==> config.mk <==
export PLATFORM = sky130hd
export DESIGN_NAME = sqmm_ctrl
export DESIGN_NICKNAME = d
export VERILOG_FILES = /design/src/rtl/core/sqmm_pkg.sv /design/src/rtl/core/sqmm_ctrl.sv
export SDC_FILE = /design/constraint.sdc
export NUM_CORES = 1
export LEC_CHECK = 0
export ABC_AREA = 1
export BUFFER_PORTS_ARGS = -buffer_cell sky130_fd_sc_hd__clkbuf_2
export CAP_MARGIN = 20
export CORE_MARGIN = 3
export CORE_UTILIZATION = 44
export CTS_CLUSTER_SIZE = 10
export DETAILED_ROUTE_END_ITERATION = 16
export GPL_ROUTABILITY_DRIVEN = 0
export GPL_TIMING_DRIVEN = 0
export PLACE_DENSITY_LB_ADDON = 0.2
export REMOVE_ABC_BUFFERS = 1
export SLEW_MARGIN = 25
export SYNTH_ARGS = -nofsm -noshare
export SYNTH_HDL_FRONTEND = slang
export SYNTH_SLANG_ARGS = --single-unit
==> constraint.sdc <==
create_clock -name clk -period 1.6 [get_ports clk]
set_clock_uncertainty 0.15 [all_clocks]
set_input_delay 0.24 -clock clk [delete_from_list [all_inputs] [get_ports clk]]
set_output_delay 0.24 -clock clk [all_outputs]
set_load 0.02 [all_outputs]
==> src/rtl/core/sqmm_pkg.sv <==
// ----------------------------------------------------------------------------
// sqmm_pkg
// Shared codes and controller/datapath interface types for the square
// matrix multiply block.
// ----------------------------------------------------------------------------
package sqmm_pkg;

  localparam logic [1:0] CMD_WRITE_A = 2'd0;
  localparam logic [1:0] CMD_WRITE_B = 2'd1;
  localparam logic [1:0] CMD_COMPUTE = 2'd2;

  localparam int CFG_WIDTH  = 5;
  localparam logic [CFG_WIDTH-1:0] SIZE_RESET = 5'd16;

  localparam int CMD_WIDTH  = 2;
  localparam int IDX_WIDTH  = 4;
  localparam int PORT_WIDTH = 32;

  // commands from controller to datapath
  typedef struct packed {
    logic wr_a;
    logic wr_b;
    logic start;
    logic issue;
    logic out_load;
  } sqmm_cmd_t;

  // status from datapath to controller
  typedef struct packed {
    logic rd_busy;
    logic mul_busy;
  } sqmm_stat_t;

endpackage

==> src/rtl/core/sqmm_ctrl.sv <==
// ----------------------------------------------------------------------------
// sqmm_ctrl
// Request decode, size register, term sequencer and result handshake.
// ----------------------------------------------------------------------------
module sqmm_ctrl
  import sqmm_pkg::*;
#(
  parameter int MAX_N = 16
) (
  input  logic                  clk,
  input  logic                  rst_n,
  input  logic                  cfg_we,
  input  logic [CFG_WIDTH-1:0]  cfg_wdata,
  input  logic                  in_valid,
  output logic                  in_stall,
  input  logic [CMD_WIDTH-1:0]  in_cmd,
  input  logic [IDX_WIDTH-1:0]  in_row,
  input  logic [IDX_WIDTH-1:0]  in_col,
  output logic                  out_valid,
  input  logic                  out_stall,
  input  sqmm_stat_t            stat,
  output sqmm_cmd_t             cmd,
  output logic [((MAX_N > 1) ? $clog2(MAX_N) : 1)-1:0] k_idx
);

  localparam int IW = (MAX_N > 1) ? $clog2(MAX_N) : 1;
  localparam int KW = $clog2(MAX_N + 1);

  typedef enum logic [1:0] {
    S_IDLE,
    S_ISSUE,
    S_FINISH
  } state_t;

  state_t               state_r, state_nxt;
  logic [CFG_WIDTH-1:0] size_r, size_nxt;
  logic [KW-1:0]        n_r, n_nxt;
  logic [IW-1:0]        k_r, k_nxt;
  logic                 out_valid_r, out_valid_nxt;

  logic          accept;
  logic          in_range;
  logic [KW-1:0] eff_n;
  logic          last_term;

  assign in_stall  = (state_r != S_IDLE);
  assign accept    = in_valid && !in_stall;
  assign in_range  = (32'(in_row) < 32'(MAX_N)) && (32'(in_col) < 32'(MAX_N));
  assign last_term = (KW'(k_r) == n_r - KW'(1));

  always_comb begin
    if (!in_range) begin
      // row or col out of range: no terms are issued
      eff_n = '0;
    end else if (32'(size_r) > 32'(MAX_N)) begin
      eff_n = KW'(MAX_N);
    end else begin
      eff_n = KW'(size_r);
    end
  end

  always_comb begin
    state_nxt     = state_r;
    size_nxt      = cfg_we ? cfg_wdata : size_r;
    n_nxt         = n_r;
    k_nxt         = k_r;
    out_valid_nxt = out_valid_r;
    cmd           = '0;

    if (out_valid_r && !out_stall) begin
      out_valid_nxt = 1'b0;
    end

    unique case (state_r)
      S_IDLE: begin
        if (accept) begin
          cmd.wr_a = (in_cmd == CMD_WRITE_A) && in_range;
          cmd.wr_b = (in_cmd == CMD_WRITE_B) && in_range;
          if (in_cmd == CMD_COMPUTE) begin
            cmd.start = 1'b1;
            n_nxt     = eff_n;
            k_nxt     = '0;
            state_nxt = (eff_n == '0) ? S_FINISH : S_ISSUE;
          end
        end
      end
      S_ISSUE: begin
        cmd.issue = 1'b1;
        k_nxt     = k_r + IW'(1);
        if (last_term) begin
          state_nxt = S_FINISH;
        end
      end
      S_FINISH: begin
        // wait for the pipe to drain and the result slot to free up
        if (!stat.rd_busy && !stat.mul_busy && (!out_valid_r || !out_stall)) begin
          cmd.out_load  = 1'b1;
          out_valid_nxt = 1'b1;
          state_nxt     = S_IDLE;
        end
      end
      default: begin
        state_nxt = S_IDLE;
      end
    endcase
  end

  always_ff @(posedge clk) begin
    if (!rst_n) begin
      state_r     <= S_IDLE;
      size_r      <= SIZE_RESET;
      n_r         <= '0;
      k_r         <= '0;
      out_valid_r <= 1'b0;
    end else begin
      state_r     <= state_nxt;
      size_r      <= size_nxt;
      n_r         <= n_nxt;
      k_r         <= k_nxt;
      out_valid_r <= out_valid_nxt;
    end
  end

  assign out_valid = out_valid_r;
  assign k_idx     = k_r;

endmodule
# After elaboration in Yosys (flattened, before gate mapping)
# Index checks and enable logic that the tools add are counted.
dict set report word_totals {
  register_bits 17
  in_bits 22
  output_inout_bits 11
  elab_cells 54
}
dict set report op_classes {
  add_sub_neg 2
  order_cmp 1
  n_eq_ne 9
  n_mux 19
  n_reduce_logical 18
}
# operator n
set ops {}
lappend ops {{$mux 2} 5}
lappend ops {{$mux 4} 2}
lappend ops {{$ne 2x2->1 const B} 4}
lappend ops {{$pmux 4 s2} 1}
lappend ops {{$mux 1} 7}
lappend ops {{$mux 3} 2}
lappend ops {{$pmux 2 s3} 1}
lappend ops {{$reduce_and 3->1} 2}
lappend ops {{$eq 4x5->1} 1}
lappend ops {{$gt 5x5->1 const B} 1}
lappend ops {{$logic_not 1->1} 5}
lappend ops {{$logic_not 5->1} 1}
lappend ops {{$mux 5} 1}
lappend ops {{$sub 5x1->5 const B} 1}
lappend ops {{$add 4x1->4 const B} 1}
lappend ops {{$eq 2x1->1 const B} 2}
lappend ops {{$eq 2x2->1 const B} 2}
lappend ops {{$logic_and 1x1->1} 4}
lappend ops {{$logic_not 2->1} 2}
lappend ops {{$reduce_and 4->1} 1}
lappend ops {{$reduce_bool 2->1} 2}
lappend ops {{$logic_or 1x1->1} 1}

# Logic depth before layout (Yosys ltp)
dict set report logic_depth {
  depth_word 7
  mapped_depth 12
  depth_no_buf 12
}

# Least setup slack after synthesis
# OpenSTA, ideal clock, no wires.
dict set report synth_timing {
  path_kind {flip-flop to output port}
  from {reg state_r[1]}
  to {out cmd[3] (netlist bit)}
  t_arrival_ps 1214
  required_ps 1210
  slack_ps -4
  stages_incl_launch_ff 6
  path_buffers 0
  path_cell_list {dfxtp_1 -> nor2_4 -> inv_4 -> nor2_8 -> inv_1 -> nor3_1}
}
# item line
set synth_rtl {}
lappend synth_rtl {{from (decl)} sqmm_ctrl.sv:35} ;# state_t state_r, state_nxt;
lappend synth_rtl {{from (signal assigned)} sqmm_ctrl.sv:116} ;# state_r <= state_nxt;
lappend synth_rtl {{to (decl)} sqmm_ctrl.sv:22} ;# output sqmm_cmd_t cmd,

==> results.md <==
- Worst reg2reg path startpoint: n_r[0]$_SDFFE_PN0P_
- Leakage power: 0.7001 nW
- First-pass GRT wire length: 3788 um
- Slew Viols, Final: 0
- RSZ-0062 raised after global routing: true
- Clock sink count: 17
- CP Class: reg2out
- Max rail drop VDD: 0.0006081 V
- Worst setup SP type: register
- Worst setup margin: -0.07822 ns
- Multiplexer share of the synthesized area: 0%
- Top Ports: 33
- Antenna cells: 0
- HPWL after DPL: 1552 um
- Tmin final: 1.678 ns
- Final Cycle Share: 104.9%
- Drt first-iter violations: 17
- FP Rows: 16
- Max Fanout on Critical Path: 3
- Worst Hold Endpoint: size_r[2]$_SDFFE_PN0P_
- Die X: 53.49 um
- Placed cell areas: 1141 um^2
- Adder-cell area share of the yosys netlist: 2.522%
- Total gr overflow: 0
- Flop and latch count out of synthesis: 17
- Largest net degree at the start of global routing: 15
- Largest family of logic cells by synthesized area: simple AND/OR/NAND/NOR gates
- Place WS: -0.1006 ns
- Most common cell after layout, fill and taps aside: nand2_1
- Critical hold path startpoint: cfg_wdata[2]
- Clk_lat worst skew: 0.31 ns
- Wirelength, routed: 2462 um
- Post-Layout Inst Area: 1406 um^2
- Clk slew on worst S/H paths: 0.12 ns
- Fmax achieved: 595.9 MHz
- Hold Fails Final Rpt: 0
- Seq/Total Area, Yosys: 34.30%
- CTS tree: yes
- CP required: 1.21 ns
- Vias/cell: 4.976
- # port buffers: 24
- DR WL/cell: 11.61 um
- Synthesized cell area: 992.2 um^2
- R2r setup slk: 0.02 ns
- Yosys synthesis warning count: 0
- Syn avg cell area: 6.890 um^2
- Tot Pwr: 1.028 mW
- Post-synthesis cell type count: 24
- Post-Synth Simple-Gate Area: 41.61%
- TritonRoute pass-1 iters: 4
- Worst hold path class: in2reg
- Slew HR: 80.97%
- Critical path endpoint category: output port
- Initial Utilization: 48.59%
- Die ar.: 2861 um^2
- Failing checks: negative setup slack
- H-tree levels: 1
- Via count: 1,055
- Die Ht: 53.49 um
- Max clock buf depth: 2
- Max-Cap Viols: 0
- Final Hold Slack: 0.007134 ns
- Path depth of the worst reg2reg path: 11
- Hold Path Depth: 3
- Vias in the first global route: 934
- Post-synthesis compound-gate area fraction: 11.73%
- Setup-failing EPs final: 3
- Slew @ Worst Pin: 0.2833 ns
- R2r endpoint: state_r[0]$_SDFFE_PN0P_
- Outcome: complete, but fails checks
- Area Growth Syn to Fin: 41.74%
- Antenna violations before repair: 0
- Share of cells above drive strength 1: 39.46%
- Total global-route track usage: 18.39%
- Power Density: 731.1 nW/um^2
- Most frequent cells in the layout: 33 x nand2_1, 19 x clkbuf_2, 18 x nor2_1
- Xor/xnor share of the synthesized area: 0%
- # DRC: 0
- Final core occ: 68.87%
- # nets final: 210
- Core Box Area: 2042 um^2
- Cells after Synth: 144
- CTS root buffer: clkbuf_4
- Critical path arrival: 1.29 ns
- CTS buffer count: 3
- Final antenna-violating net count: 0
==> through the flow <==
step	TNS (ns)	std cells
CTS	-0.4529	207
global placement	-0.07261	194
global route	-0.5101	212
finish	-0.2209	212
detailed placement	-0.1263	194
floorplan	-0.008453	143
==> registers in the layout, summed over array words and instances, names as in the netlist <==
| signal | flops |
|---|---|
| n_r | 5 |
| size_r | 5 |
| k_idx | 4 |
| out_valid | 1 |
| state_r | 2 |
==> cell families after synthesis <==
group | Yosys count
adders and majority gates | 2
DFF | 17
AOI/OAI and AO/OA | 20
and+or+nand+nor | 80
buffers and inverters | 25
==> power by group <==
part           switching, mW  internal [mW]  leakage, nW
sequential            0.0249          0.445        0.141
combinational          0.174          0.131        0.545
clock                  0.158         0.0955       0.0139
total                  0.356          0.672        0.700
==> repair_timing <==
item	in CTS	in global routing
gates resized for setup	18	24
setup buffers	5	5
endpoints found under the hold margin	4	0
setup endpoints to repair	6	7
hold buffers	4	0
pin swaps	4	8
==> synthesized netlist by cell type <==
cell,n,area [um^2]
nand2_1,35,131.4
inv_1,21,78.83
nor2_1,20,75.07
dfxtp_1,17,340.3
nand3_1,10,50.05
a21oi_1,7,35.03
o21ai_0,7,35.03
nor3_1,4,20.02
o21ai_2,3,26.28
ha_1,2,25.02
inv_2,2,7.510
nor2_4,2,22.52
nor2_8,2,40.04
nor3_2,2,20.02
a211oi_1,1,7.510
and3_1,1,6.260
buf_2,1,5.000
inv_4,1,6.260
nand2_4,1,11.26
nand2_8,1,20.02
nand3_2,1,10.01
nor2_2,1,6.260
o211ai_1,1,7.510
o21ai_1,1,5.000
==> layout make-up <==
type | instances | area (um^2)
Clock inverter | 1 | 7.507
Fill cell | 184 | 635.6
Sequential cell | 17 | 350.3
Timing Repair Buffer | 38 | 275.3
Multi-Input combinational cell | 102 | 611.8
Clock buffer | 3 | 22.52
Inverter | 24 | 105.1
Tap cell | 27 | 33.78
==> critical path: stages (launching register included) <==
cell and delay (ns):
dfxtp_4 0.38, nor2_4 0.13, inv_4 0.06, nor2_8 0.10, inv_2 0.05, nor3_2 0.10
buf_4 0.16
==> metal layers <==
layer / global-route usage (%) / part of all wire [%] / wire length [um]
met2: 34.49 / 54 / 1329
met5: 0 / 0 / 0
met1: 19.63 / 40 / 977
met3: 5.070 / 4.4 / 108
met4: 5.106 / 1.9 / 46
==> how the worst max path moves through the flow <==
stage,slack [ns],cells after the start,end,start
floorplan,-0.004,5,cmd[3],state_r[1]$_SDFFE_PN0P_
global placement,-0.07,12,state_r[0]$_SDFFE_PN0P_,n_r[0]$_SDFFE_PN0P_
detailed placement,-0.10,12,state_r[0]$_SDFFE_PN0P_,n_r[0]$_SDFFE_PN0P_
CTS,-0.13,6,cmd[4],state_r[1]$_SDFFE_PN0P_
global route,-0.13,6,cmd[4],state_r[0]$_SDFFE_PN0P_
finish,-0.08,6,cmd[4],state_r[0]$_SDFFE_PN0P_
Power figures use the tool's default switching activity.
